$ cat src/fac_pkg.sv
`default_nettype none
// Shared constants, command codes, control structs and helpers of the frustum box culler.
package fac_pkg;

    // Default fixed-point format and coordinate range.
    localparam int FRAC_BITS_DEF   = 16;
    localparam int COORD_WIDTH_DEF = 32;

    // Field widths.
    localparam int ENTRY_W  = 32;
    localparam int PLANE_W  = ENTRY_W + 1;
    localparam int MARGIN_W = 24;

    // Corners enter the multiplier in slices of this many bits.
    localparam int CHUNK_W     = 24;
    localparam int CHUNK_IDX_W = 2;

    // Item commands.
    localparam logic [1:0] CMD_LOAD  = 2'd0;
    localparam logic [1:0] CMD_BOX   = 2'd1;
    localparam logic [1:0] CMD_VOXEL = 2'd2;

    // Register indexes on the configuration port.
    localparam logic REG_CULL_ENABLE = 1'b0;
    localparam logic REG_BOX_MARGIN  = 1'b1;

    // Register reset values: culling on, margin 12.0.
    localparam logic                CULL_ENABLE_RST = 1'b1;
    localparam logic [MARGIN_W-1:0] BOX_MARGIN_RST  = 24'd786432;

    // Commands from the sequencer to the datapath.
    typedef struct packed {
        logic                   load_we;
        logic                   capture;
        logic                   capture_vox;
        logic                   vox_mul;
        logic                   corner;
        logic                   grow;
        logic [1:0]             axis;
        logic                   plane_rd;
        logic                   plane_init;
        logic [2:0]             plane;
        logic                   mac_step;
        logic [1:0]             comp;
        logic [CHUNK_IDX_W-1:0] chunk;
    } dp_cmd_t;

    // Status from the datapath to the sequencer.
    typedef struct packed {
        logic all_loaded;
        logic acc_neg;
    } dp_stat_t;

    // Saturates a sign-extended value to a signed range of the given bit count.
    function automatic logic signed [127:0] sat_wide(input logic signed [127:0] v,
                                                     input int bits);
        logic signed [127:0] hi;
        logic signed [127:0] lo;
        hi = (128'sd1 <<< (bits - 1)) - 128'sd1;
        lo = -hi - 128'sd1;
        if (v > hi) begin
            sat_wide = hi;
        end
        else if (v < lo) begin
            sat_wide = lo;
        end
        else begin
            sat_wide = v;
        end
    endfunction

endpackage
`default_nettype wire

$ cat src/fac_ctrl.sv
`default_nettype none
// Sequencer of the frustum box culler: box setup, then one plane after another.
module fac_ctrl #(
    parameter int NCH = 2
) (
    input  wire logic               clk,
    input  wire logic               rst_n,
    input  wire logic               start,
    input  wire logic [1:0]         cmd,
    input  wire logic               cull_enable,
    input  wire fac_pkg::dp_stat_t  dp_stat,
    output fac_pkg::dp_cmd_t        dp_cmd,
    output logic                    busy,
    output logic                    done,
    output logic                    visible
);

    localparam logic [fac_pkg::CHUNK_IDX_W-1:0] LAST_CHUNK =
        fac_pkg::CHUNK_IDX_W'(NCH - 1);
    localparam logic [1:0] LAST_AXIS  = 2'd2;
    localparam logic [1:0] LAST_COMP  = 2'd2;
    localparam logic [2:0] LAST_PLANE = 3'd5;

    typedef enum logic [3:0] {
        S_IDLE,
        S_VOX_MUL,
        S_CORNER,
        S_GROW,
        S_PLANE_RD,
        S_PLANE_INIT,
        S_MAC,
        S_DRAIN,
        S_CHECK
    } state_t;

    state_t                          state_reg;
    logic [1:0]                      axis_reg;
    logic [2:0]                      plane_reg;
    logic [1:0]                      comp_reg;
    logic [fac_pkg::CHUNK_IDX_W-1:0] chunk_reg;
    logic                            done_reg;
    logic                            visible_reg;
    logic                            accept;
    logic                            is_test;
    logic                            bypass;

    assign busy    = (state_reg != S_IDLE);
    assign accept  = start && (state_reg == S_IDLE);
    assign is_test = (cmd == fac_pkg::CMD_BOX) || (cmd == fac_pkg::CMD_VOXEL);
    assign bypass  = !cull_enable || !dp_stat.all_loaded;

    // State, counters and the result strobe.
    always_ff @(posedge clk or negedge rst_n) begin
        if (!rst_n) begin
            state_reg   <= S_IDLE;
            axis_reg    <= '0;
            plane_reg   <= '0;
            comp_reg    <= '0;
            chunk_reg   <= '0;
            done_reg    <= 1'b0;
            visible_reg <= 1'b0;
        end
        else begin
            done_reg <= 1'b0;
            case (state_reg)
                S_IDLE: begin
                    if (accept && is_test) begin
                        if (bypass) begin
                            done_reg    <= 1'b1;
                            visible_reg <= 1'b1;
                        end
                        else begin
                            axis_reg  <= '0;
                            state_reg <= S_VOX_MUL;
                        end
                    end
                end
                S_VOX_MUL: state_reg <= S_CORNER;
                S_CORNER:  state_reg <= S_GROW;
                S_GROW: begin
                    if (axis_reg == LAST_AXIS) begin
                        plane_reg <= '0;
                        state_reg <= S_PLANE_RD;
                    end
                    else begin
                        axis_reg  <= axis_reg + 2'd1;
                        state_reg <= S_VOX_MUL;
                    end
                end
                S_PLANE_RD: state_reg <= S_PLANE_INIT;
                S_PLANE_INIT: begin
                    comp_reg  <= '0;
                    chunk_reg <= '0;
                    state_reg <= S_MAC;
                end
                S_MAC: begin
                    if (chunk_reg == LAST_CHUNK) begin
                        chunk_reg <= '0;
                        if (comp_reg == LAST_COMP) begin
                            state_reg <= S_DRAIN;
                        end
                        else begin
                            comp_reg <= comp_reg + 2'd1;
                        end
                    end
                    else begin
                        chunk_reg <= chunk_reg + 1'b1;
                    end
                end
                S_DRAIN: state_reg <= S_CHECK;
                S_CHECK: begin
                    // A plane with the box fully outside ends the test early.
                    if (dp_stat.acc_neg) begin
                        done_reg    <= 1'b1;
                        visible_reg <= 1'b0;
                        state_reg   <= S_IDLE;
                    end
                    else if (plane_reg == LAST_PLANE) begin
                        done_reg    <= 1'b1;
                        visible_reg <= 1'b1;
                        state_reg   <= S_IDLE;
                    end
                    else begin
                        plane_reg <= plane_reg + 3'd1;
                        state_reg <= S_PLANE_RD;
                    end
                end
                default: state_reg <= S_IDLE;
            endcase
        end
    end

    // Datapath commands decoded from the state.
    always_comb begin
        dp_cmd             = '0;
        dp_cmd.load_we     = accept && (cmd == fac_pkg::CMD_LOAD);
        dp_cmd.capture     = accept && is_test && !bypass;
        dp_cmd.capture_vox = (cmd == fac_pkg::CMD_VOXEL);
        dp_cmd.vox_mul     = (state_reg == S_VOX_MUL);
        dp_cmd.corner      = (state_reg == S_CORNER);
        dp_cmd.grow        = (state_reg == S_GROW);
        dp_cmd.axis        = axis_reg;
        dp_cmd.plane_rd    = (state_reg == S_PLANE_RD);
        dp_cmd.plane_init  = (state_reg == S_PLANE_INIT);
        dp_cmd.plane       = plane_reg;
        dp_cmd.mac_step    = (state_reg == S_MAC);
        dp_cmd.comp        = comp_reg;
        dp_cmd.chunk       = chunk_reg;
    end

    assign done    = done_reg;
    assign visible = visible_reg;

endmodule
`default_nettype wire

$ cat config.mk
export PLATFORM = sky130hd
export DESIGN_NAME = fac_ctrl
export DESIGN_NICKNAME = d
export VERILOG_FILES = /design/src/fac_pkg.sv /design/src/fac_ctrl.sv
export SDC_FILE = /design/constraint.sdc
export NUM_CORES = 1
export LEC_CHECK = 0
export BUFFER_PORTS_ARGS = -buffer_cell sky130_fd_sc_hd__buf_2
export CAP_MARGIN = 20
export CORE_UTILIZATION = 55
export CTS_CLUSTER_DIAMETER = 80
export CTS_CLUSTER_SIZE = 16
export DETAILED_ROUTE_END_ITERATION = 7
export GPL_TIMING_DRIVEN = 0
export PLACE_DENSITY = 0.82
export SLEW_MARGIN = 20
export SYNTH_ARGS = -nofsm -noshare
export SYNTH_HDL_FRONTEND = slang
export SYNTH_SLANG_ARGS = --single-unit
$ cat constraint.sdc
create_clock -name clk -period 2.12 [get_ports clk]
set_input_delay 0.424 -clock clk [delete_from_list [all_inputs] [get_ports clk]]
set_output_delay 0.424 -clock clk [all_outputs]
set_load 0.01 [all_outputs]
==> impl_results.md <==
* Status: finished clean
* Register area share after synthesis at 0.361
* Adder-cell share of the synthesized area at 0.0721
* Top FF cell, synth: dfrtp_1
* Max Fanout on Critical Path at 6
* GRT Overall Usage at 0.240
* Vias per Instance at 5.61
* Port Buffers at 28
* Yosys top cell area share at 0.361
* Largest net degree at the start of global routing at 16
* Global-route wire length before repair at 3.52 mm
* Power Dens Cells at 1410 nW/um^2
* Worst-Margin Slew at 0.406 ns
* Initial Util at 0.596
* Max reg flops at 4
* Area leader, netlist: dfrtp_1
* Final #Nets at 156
* Clock root buffer master: clkbuf_4
* Clk buf depth at 2
* CTS tree: built
* Pins Over Slew Limit at 0
* Total CTS buffers at 3
* Hold Path Class: in -> async
* Most used routing layer: met2
* Post-CTS Repair Setup Buffers at 0
* Number of DRC markers in iteration 0 at 24
* Post-Synth XOR/XNOR Area at 0
* Die Y at 45.5 um
* Final Cycle Share at 0.942
* Drt wl/cell at 13.8 um
* Vias in the first global route at 814
* RSZ-0062 raised after global routing: no
* DRC at 0
* Crit path capture type: output pin
* Num rows at 15
* Critical Path RT at 1.70 ns
* Fin util at 0.710
* Cell with the most instances after synthesis: dfrtp_1
* DP Area at 1210 um^2
* # hold bufs at CTS at 0
* Boundary pin count at 29
* Antenna Cells at 0
* Design area at 1240 um^2
* Final Wtd Congestion at 0.789
* Minimum clock period at 2.00 ns
* Die ar. at 2070 um^2
* Met1 GRT Util at 0.326
* Synth Area in Compound Gates at 0.196
* Ys async rst share at 1.00
* Syn_area_per_cell at 9.55 um^2
* Met2 Track Usage GR at 0.383
* Startpoint type of the worst setup path: flop
* Clk pin slew, worst setup/hold paths at 0.10 ns
* Mux cell area share after synthesis at 0.0204
* Setup TNS at 0 ns
* Final Hold Fails at 0
* Synthesized Nets at 123
* Skew-Pair Late Insertion Delay at 0.30 ns
* Setup violations, final at 0
* Commonest cells in the netlist: dfrtp_1, inv_1, nor2_1
* DP Wirelength at 1.72 mm
* Via count at 932
* Post-CTS sizing at 0
* WP data arrival at 1.57 ns
* Antenna Nets Post-Route at 0
* Peak VDD IR at 766 uV
* Number of max-cap violations at 0
* Grt ovf at 0
* CTS sink cnt at 15
* CTS H-tree lvls at 1
* M3 GR Usage at 0.0238
* YS warnings at 0
* Critical Setup Path Class: reg -> out
* Drt pass-1 iters at 5
* Post-synth EDFFs at 0
* Top post-synthesis cells by area: dfrtp_1, ha_1, inv_1, nor2_1, nand2_1
* Mapped Cells at 109
* FMAX at 501 MHz
* Core area at 1750 um^2
* Mapped Area at 1040 um^2
* Max_slew headroom at 0.726
* Chip Width at 45.5 um
* Post-synthesis cell type count at 45
* Seq cells post-synth at 15
* Main combinational cell family by area after synthesis: simple AND/OR/NAND/NOR gates
* Leak at 0.615 nW
* Initial antenna violation count at 0
* Layout cell share with drive strength beyond 1 at 0.340
* Post-Route WL at 2.30 mm
* Clock Skew at 0.00929 ns
* Area Overhead vs Synth at 19.1%
* Synth Area in Simple Gates at 0.281
[area by class of cell]
cell class              count  area, um^2
multi-input cells          79         593
fillers                   140         505
flip-flops and latches     15         375
repair buffers             28         140
inverters                  11        41.3
plain buffers               4        31.3
well taps                  25        31.3
clock buffers               3        22.5
clock inverters             1        5.00
[cell usage in the layout, fill, tap and decap left out, types with 2 or more instances in the layout]
cell type / count
buf_2: 29
a31oi_1: 3
nand3b_1: 2
and2_1: 2
inv_1: 11
ha_1: 6
dfrtp_1: 15
nor3_1: 3
o211ai_1: 2
o21ai_0: 2
nor2b_1: 3
o22ai_1: 2
a21oi_1: 5
nor2_1: 9
a21o_1: 2
clkbuf_4: 3
o21ai_1: 2
o21ai_2: 2
nand2_1: 8
buf_4: 2
nand2b_1: 2
[stage by stage]
stage	total power [mW]	hold slack (ns)	std cells	setup slack [ns]
2_1_floorplan	1.27	0.128	109	0.470
3_3_place_gp	1.52	0.345	162	0.217
3_5_place_dp	1.57	0.347	162	0.205
4_1_cts	1.74	0.0307	166	0.150
5_1_grt	1.87	0.0399	166	0.0278
6_report	1.75	0.00983	166	0.123
[critical path, cell delays in order (launching register included)]
cell and delay [ns]:
dfrtp_1 0.49, nor4bb_1 0.45, nand2_1 0.09, nor2_1 0.11, buf_2 0.14
[logic make-up (layout without fill, tap and decap cells)]
| logic type | after synthesis | after routing |
|---|---|---|
| buffers and inverters | 15 | 47 |
| adder cells (fa/ha/maj) | 6 | 6 |
| AO/OA/AOI/OAI | 28 | 28 |
| flip-flops | 15 | 15 |
| AND/OR/NAND/NOR | 43 | 43 |
| multiplexers | 2 | 2 |
[report_power, final]
group          total, mW  internal [mW]  switching, mW
clock network      0.174         0.0703          0.104
logic               1.02          0.460          0.556
registers          0.557          0.400          0.157
[worst paths after layout]
path | start | end | slack, ns | cells past startpoint
setup reg to reg | comp_reg[0] | comp_reg[0] | 0.58 | 5
setup / recovery | state_reg[0] | dp_cmd[16] | 0.12 | 4
min in group clk | dp_stat[0] | plane_reg[1] | 0.46 | 4
hold / removal | rst_n | chunk_reg[0] | 0.01 | 1
max in group asynchronous | rst_n | plane_reg[1] | 1.85 | 1
hold reg to reg | plane_reg[2] | plane_reg[2] | 0.55 | 1
[per-layer routing]
layer  share of wire  up-vias
met1            0.46      440
li1                -      457
met3           0.048        5
met4           0.017        0
met5               0        -
met2            0.47       30
No activity file was read; power rests on OpenSTA's default activity.
