==> src/fac_pkg.sv <==
`default_nettype none
// Shared constants, command codes, control structs and helpers of the frustum box culler.
package fac_pkg;

    // Default fixed-point format and coordinate range.
    localparam int FRAC_BITS_DEF   = 16;
    localparam int COORD_WIDTH_DEF = 32;

    // Field widths.
    localparam int ENTRY_W  = 32;
    localparam int PLANE_W  = ENTRY_W + 1;
    localparam int MARGIN_W = 24;

    // Corners enter the multiplier in slices of this many bits.
    localparam int CHUNK_W     = 24;
    localparam int CHUNK_IDX_W = 2;

    // Item commands.
    localparam logic [1:0] CMD_LOAD  = 2'd0;
    localparam logic [1:0] CMD_BOX   = 2'd1;
    localparam logic [1:0] CMD_VOXEL = 2'd2;

    // Register indexes on the configuration port.
    localparam logic REG_CULL_ENABLE = 1'b0;
    localparam logic REG_BOX_MARGIN  = 1'b1;

    // Register reset values: culling on, margin 12.0.
    localparam logic                CULL_ENABLE_RST = 1'b1;
    localparam logic [MARGIN_W-1:0] BOX_MARGIN_RST  = 24'd786432;

    // Commands from the sequencer to the datapath.
    typedef struct packed {
        logic                   load_we;
        logic                   capture;
        logic                   capture_vox;
        logic                   vox_mul;
        logic                   corner;
        logic                   grow;
        logic [1:0]             axis;
        logic                   plane_rd;
        logic                   plane_init;
        logic [2:0]             plane;
        logic                   mac_step;
        logic [1:0]             comp;
        logic [CHUNK_IDX_W-1:0] chunk;
    } dp_cmd_t;

    // Status from the datapath to the sequencer.
    typedef struct packed {
        logic all_loaded;
        logic acc_neg;
    } dp_stat_t;

    // Saturates a sign-extended value to a signed range of the given bit count.
    function automatic logic signed [127:0] sat_wide(input logic signed [127:0] v,
                                                     input int bits);
        logic signed [127:0] hi;
        logic signed [127:0] lo;
        hi = (128'sd1 <<< (bits - 1)) - 128'sd1;
        lo = -hi - 128'sd1;
        if (v > hi) begin
            sat_wide = hi;
        end
        else if (v < lo) begin
            sat_wide = lo;
        end
        else begin
            sat_wide = v;
        end
    endfunction

endpackage
`default_nettype wire

==> src/fac_regs.sv <==
`default_nettype none
// Configuration registers of the frustum box culler behind an APB-style port.
module fac_regs (
    input  wire logic                          clk,
    input  wire logic                          rst_n,
    input  wire logic                          psel,
    input  wire logic                          penable,
    input  wire logic                          pwrite,
    input  wire logic [2:0]                    paddr,
    input  wire logic [31:0]                   pwdata,
    output logic [31:0]                        prdata,
    output logic                               pready,
    output logic                               cull_enable,
    output logic [fac_pkg::MARGIN_W-1:0]       box_margin
);

    logic                          cull_enable_reg;
    logic [fac_pkg::MARGIN_W-1:0]  box_margin_reg;
    logic                          wr_en;

    // The port never inserts wait states.
    assign pready = 1'b1;
    assign wr_en  = psel && penable && pwrite && pready;

    // Register writes, decoded on the word address.
    always_ff @(posedge clk or negedge rst_n) begin
        if (!rst_n) begin
            cull_enable_reg <= fac_pkg::CULL_ENABLE_RST;
            box_margin_reg  <= fac_pkg::BOX_MARGIN_RST;
        end
        else if (wr_en) begin
            case (paddr[2])
                fac_pkg::REG_CULL_ENABLE: cull_enable_reg <= pwdata[0];
                fac_pkg::REG_BOX_MARGIN:  box_margin_reg  <= pwdata[fac_pkg::MARGIN_W-1:0];
                default:                  cull_enable_reg <= cull_enable_reg;
            endcase
        end
    end

    // Read data.
    always_comb begin
        case (paddr[2])
            fac_pkg::REG_CULL_ENABLE: prdata = 32'(cull_enable_reg);
            fac_pkg::REG_BOX_MARGIN:  prdata = 32'(box_margin_reg);
            default:                  prdata = '0;
        endcase
    end

    assign cull_enable = cull_enable_reg;
    assign box_margin  = box_margin_reg;

endmodule
`default_nettype wire

==> config.mk <==
export PLATFORM = sky130hd
export DESIGN_NAME = fac_regs
export DESIGN_NICKNAME = d
export VERILOG_FILES = /design/src/fac_pkg.sv /design/src/fac_regs.sv
export SDC_FILE = /design/constraint.sdc
export NUM_CORES = 1
export LEC_CHECK = 0
export BUFFER_PORTS_ARGS = -buffer_cell sky130_fd_sc_hd__buf_2
export CAP_MARGIN = 20
export CORE_AREA = 5 5 67 69
export DETAILED_ROUTE_END_ITERATION = 10
export DIE_AREA = 0 0 72 74
export PLACE_DENSITY = 0.66
export SYNTH_ARGS = -nofsm -noshare
export SYNTH_HDL_FRONTEND = slang
export SYNTH_SLANG_ARGS = --single-unit
==> constraint.sdc <==
create_clock -name clk -period 2.4 [get_ports clk]
set_input_delay 0.6 -clock clk [delete_from_list [all_inputs] [get_ports clk]]
set_output_delay 0.6 -clock clk [all_outputs]
set_load 0.02 [all_outputs]
==> results of run 1 <==
-- metrics by stage --
step / hold WS, ns / total power, mW
after floorplan: 0.304 / 0.980
after global placement: 0.505 / 1.17
after detailed placement: 0.509 / 1.18
after CTS: 0.331 / 1.44
after global routing: 0.358 / 1.50
final: 0.309 / 1.41
-- where the power goes --
part	total, mW	switching [mW]	internal [mW]
combinational	0.575	0.317	0.258
clock	0.244	0.129	0.116
sequential	0.589	0.0663	0.523
total	1.41	0.512	0.896
-- logic make-up after synthesis --
kind of cell,count (synthesis)
flip-flops,25
other,2
AND/OR/NAND/NOR,25
buffers and inverters,13
multiplexers,26
-- synth_stat cells --
library cell  number
conb_1             2
nand4_4            1
and2_1            23
buf_4              9
dfstp_2            3
dfrtp_1           22
mux2_2             6
mux2_4            20
nand4b_1           1
clkbuf_1           2
buf_6              2
-- worst max-delay path by stage --
stage,slack (ns),end,startpoint,depth (start not counted)
finish,0.50,prdata[18],paddr[2],4
global route,0.39,prdata[12],paddr[2],4
CTS,0.46,prdata[18],paddr[2],4
detailed placement,0.40,box_margin[17],paddr[2],5
global placement,0.41,box_margin[17],paddr[2],5
floorplan,0.77,prdata[10],paddr[2],2
-- final cells by class --
cell class | count | area share, %
tap | 50 | 3.64
sequential | 25 | 36.6
clock inverter | 1 | 0.291
timing repair buffer | 80 | 23.6
multi-input combinational | 60 | 33.5
clock buffer | 3 | 2.40
-- cells in the final DEF (no fill, tap or decap), drive strengths merged --
master	netlist	layout
dfstp	3	3
clkbuf	2	3
buf	11	80
clkinv	0	1
mux2	26	26
nand4	1	1
and2	23	23
conb	2	9
nand4b	1	1
dfrtp	22	22
-- critical path: stages --
cell and delay, ns:
buf_2 0.16, buf_4 0.24, and2_1 0.15, buf_2 0.15
-- layer usage --
| metal | global-route usage, % | routed length (um) | vias up |
|---|---|---|---|
| met2 | 19.2 | 1350 | 55 |
| met5 | 0 | 0 | - |
| met3 | 3.92 | 336 | 2 |
| li1 | - | - | 436 |
| met1 | 13.1 | 1180 | 426 |
| met4 | 3.76 | 22 | 0 |
==> run metrics, run 1 <==
HP Class input port to async pin; upper clock frequency limit between 500 and 600 MHz; Gate Count Post-Synth 91; Synth Area in Compound Gates 0%; initial antenna violation count 0; worst-path maximum fanout 19; Final Hold Fails 0; Finish-stage setup viols 0; yosys warns 0; worst reg2reg path depth 1; Final Core Density approximately 45%; cts hold-fix bufs 0; Setup crit end kind output pin; vias per cell 4.20; Post-CTS Setup Inserts 0; clk slew on worst S/H paths 0.09 ns; gp weighted congestion between 0.6 and 0.7; Buffers on Ports 78; post-route minimum period around 1.9 ns; cts repair resizes 0; final setup margin 0.496 ns; Tcrit/Tclk final 79.4%; Fin Setup TNS 0 ns; full die area between 5000 and 6000 um^2; Clk Latency, worst-skew pair between 0.2 and 0.3 ns; Synth top area share a little over two fifths; ANT nets after route 0; Detailed Place HPWL about 2.2 mm; Num CTS Buffers 3; part of the Yosys area used for sequential elements approximately half; Crit Path Category input port to output pin; grt ovf 0; Final Slew Violations 0; pre-CTS setup slack between 0.3 and 0.4 ns; Simple-Gate Fraction of Synth Area 13.6%; largest family of logic cells by synthesized area multiplexers; multiplexer share of the synthesized area around 29%; Initial DRT Pass Iterations 2; RR Startpoint box_margin[22]; synthesized area 1280 um^2; Sequential Area ~630 um^2; residual DRC count 0; Pleak ~0.98 nW; layout filler cell count 373; CTS tree yes; Routed WL 2.89 mm; clk sink count 25; Core ar. 3860 um^2; P&R area growth vs syn 34.7%; Starting Density between 30% and 40%; first-pass GRT wire length ~4.6 mm; Die H approximately 74 um; CP arrival around 1.3 ns; Worst Max-Slew Pin Slew roughly 0.55 ns; layout cells sized above 1 about two thirds; RSZ-0062 raised after global routing false; worst-case clock buffer depth 2; Synth area leaders dfrtp_1 (43%), mux2_4 (24%), and2_1 (11%); mean post-synth cell area ~14 um^2; max FFs per register 24; adder-cell area share of the yosys netlist 0%; pwr dens slightly above 800 nW/um^2; fin nets between 200 and 250; Synth Area in XOR/XNOR 0%; cell area after layout around 1700 um^2; status complete, no violations; via count between 900 and 1000; Reg2Reg Setup Slack between 1.5 and 2 ns; multi-input combinational cell area ~580 um^2; worst vdd ir ~0.33 mV; cell at the root of the clock tree clkbuf_8; Synth cell types 11; Ports just under 100; die extent in x 72 um; largest net degree at the start of global routing 26; worst clock skew 0 ns; row count 23; max-cap viol count 0; Final Non-Filler Cells about 220; Routed WL per cell around 13 um; Startpoint Class input port; critical path required time between 1.5 and 2 ns; first-iteration detailed-routing DRC count 15; htree depth 1; r2r endpoint box_margin[22]; placed cell count ~220; GRT Resource Usage Total about 11%; number of global-route vias before repair around 980; Cell Area, Placed approximately 1700 um^2; Yosys reg bits 25; diode count 0; Yosys top cell by area dfrtp_1; Rel. slew slack between 60 and 70%
Note: power is estimated with default switching activity, not from simulation.
==> inputs of run 2 (changes only) <==
clock period = 1.78 ns   (was 2.4 ns; I/O delays follow)
==> run 2 against run 1 <==
Net effect: combinational power grew 35%; setup slack lost 0.32 ns; sequential power grew 35%; register-to-register slack lost 0.62 ns; cell count grew 0.46%; sequential share of layout area shrank 0.42 points; wire length shrank 3.1%.
==> run metrics, run 2 (synthesized netlist as in run 1, its figures left out) <==
Worst Max-Slew Pin Slew around 0.56 ns; internal power roughly 1.2 mW; cts hold-fix bufs 0; Crit Path Category input port to output pin; slowest CP cell buf_4; Tcrit/Tclk final about nine tenths; layout cells sized above 1 about two thirds; register share of total power a little over two fifths; Final Slew Violations 0; P&R area growth vs syn 36.3%; ANT nets after route 0; first-iteration detailed-routing DRC count 8; max FFs per register 24; critical path required time 1.33 ns; Starting Density 33.1%; GRT Resource Usage Total 10.8%; sw frac 36.4%; RSZ-0062 raised after global routing false; residual DRC count 0; Pleak a little under 1 nW; Ports 98; die extent in x 72 um; clock share of power ~18%; Post-CTS Setup Inserts 0; initial antenna violation count 0; Buffers on Ports 78; Core ar. roughly 3900 um^2; number of global-route vias before repair 1000; most frequent cells in the layout buf_2 (78), and2_1 (23), dfrtp_1 (22), mux2_4 (20), conb_1 (9); cell at the root of the clock tree clkbuf_8; Finish-stage setup viols 0; gp weighted congestion around 0.67; worst clock skew 0 ns; Detailed Place HPWL about 2.2 mm; Num CTS Buffers 3; max-cap viol count 0; critical path's largest stage delay between 0.2 and 0.25 ns; diode count 0; CP dominant cell by count buf_2; clk slew on worst S/H paths 0.09 ns; status complete, no violations; largest net degree at the start of global routing 26; row count 23; Final Hold Fails 0; crit path cell chain buf_2, buf_4, and2_1, buf_2; vias per cell around 4.3; pwr dens roughly 1100 nW/um^2; worst-case clock buffer depth 2; upper clock frequency limit 622 MHz; HP Class input port to async pin; Routed WL about 2.8 mm; Comb power frac around two fifths; via count between 900 and 1000; worst-path maximum fanout 17; grt ovf 0; Clk Latency, worst-skew pair approximately 0.26 ns; post-route minimum period 1.61 ns; Die H between 70 and 80 um; fin nets between 200 and 250; Initial DRT Pass Iterations 4; worst reg2reg path depth 1; cts repair resizes 0; Critical Path Stages 4; full die area 5330 um^2; Psw 0.693 mW; htree depth 1; Crit path max-delay family buffers and inverters; CP arrival 1.16 ns; commonest non-fill, non-tap cell in the layout buf_2; CTS tree yes; clk sink count 25; Routed WL per cell about 13 um; Rel. slew slack a little over three fifths; Fin Setup TNS 0 ns; first-pass GRT wire length roughly 4.6 mm; Total Power 1.90 mW; Startpoint Class input port; Setup crit end kind output pin; Critical path buffers and inverters 3; worst vdd ir 0.474 mV
-- run 2: cell types whose count changed in the layout (fill, tap and decap cells not counted) --
cell	change
buf_12	+1
-- run 2: final cells by class --
cell class	instances	area, um^2
tap	50	62.6
clock buffer	3	41.3
timing repair buffer	81	425
sequential	25	629
clock inverter	1	5.00
fill	384	2120
multi-input combinational	60	576
-- run 2: path summary, 6_finish.rpt --
check	endpoint	startpoint	slack, ns
worst max-delay path	prdata[12]	paddr[2]	0.17
worst min-delay path	box_margin[15]	rst_n	0.16
worst max register to register	box_margin[20]	box_margin[20]	1.01
worst min register to register	box_margin[10]	box_margin[10]	0.53
max in group asynchronous	box_margin[18]	rst_n	1.24
min in group clk	box_margin[12]	pwdata[12]	0.40
-- run 2: metal layers --
layer / vias up / GRT usage, % / share of wire (%)
met5: - / 0 / 0
met4: 0 / 2.71 / 0.50
met3: 2 / 3.65 / 11
met2: 53 / 18.3 / 46
met1: 440 / 13.4 / 42
li1: 440 / - / -
-- run 2: power groups by stage --
stage	registers (mW)	logic, mW	clock network (mW)
after floorplan	0.952	0.370	0
after global placement	0.801	0.781	0
after detailed placement	0.799	0.789	0
after CTS	0.794	0.790	0.350
after global routing	0.817	0.835	0.370
final	0.793	0.778	0.332
-- run 2: through the flow --
| stage | hold slack (ns) | area [um^2] | cells | setup slack [ns] | utilization [%] |
|---|---|---|---|---|---|
| after floorplan | 0.149 | 1300 | 98 | 0.462 | - |
| after global placement | 0.468 | 1690 | 216 | 0.156 | 43.9 |
| after detailed placement | 0.470 | 1690 | 216 | 0.148 | 43.9 |
| after CTS | 0.175 | 1740 | 220 | 0.147 | 45.1 |
| after global routing | 0.204 | 1740 | 220 | 0.0756 | 45.1 |
| final | 0.159 | 1740 | 220 | 0.172 | 45.1 |
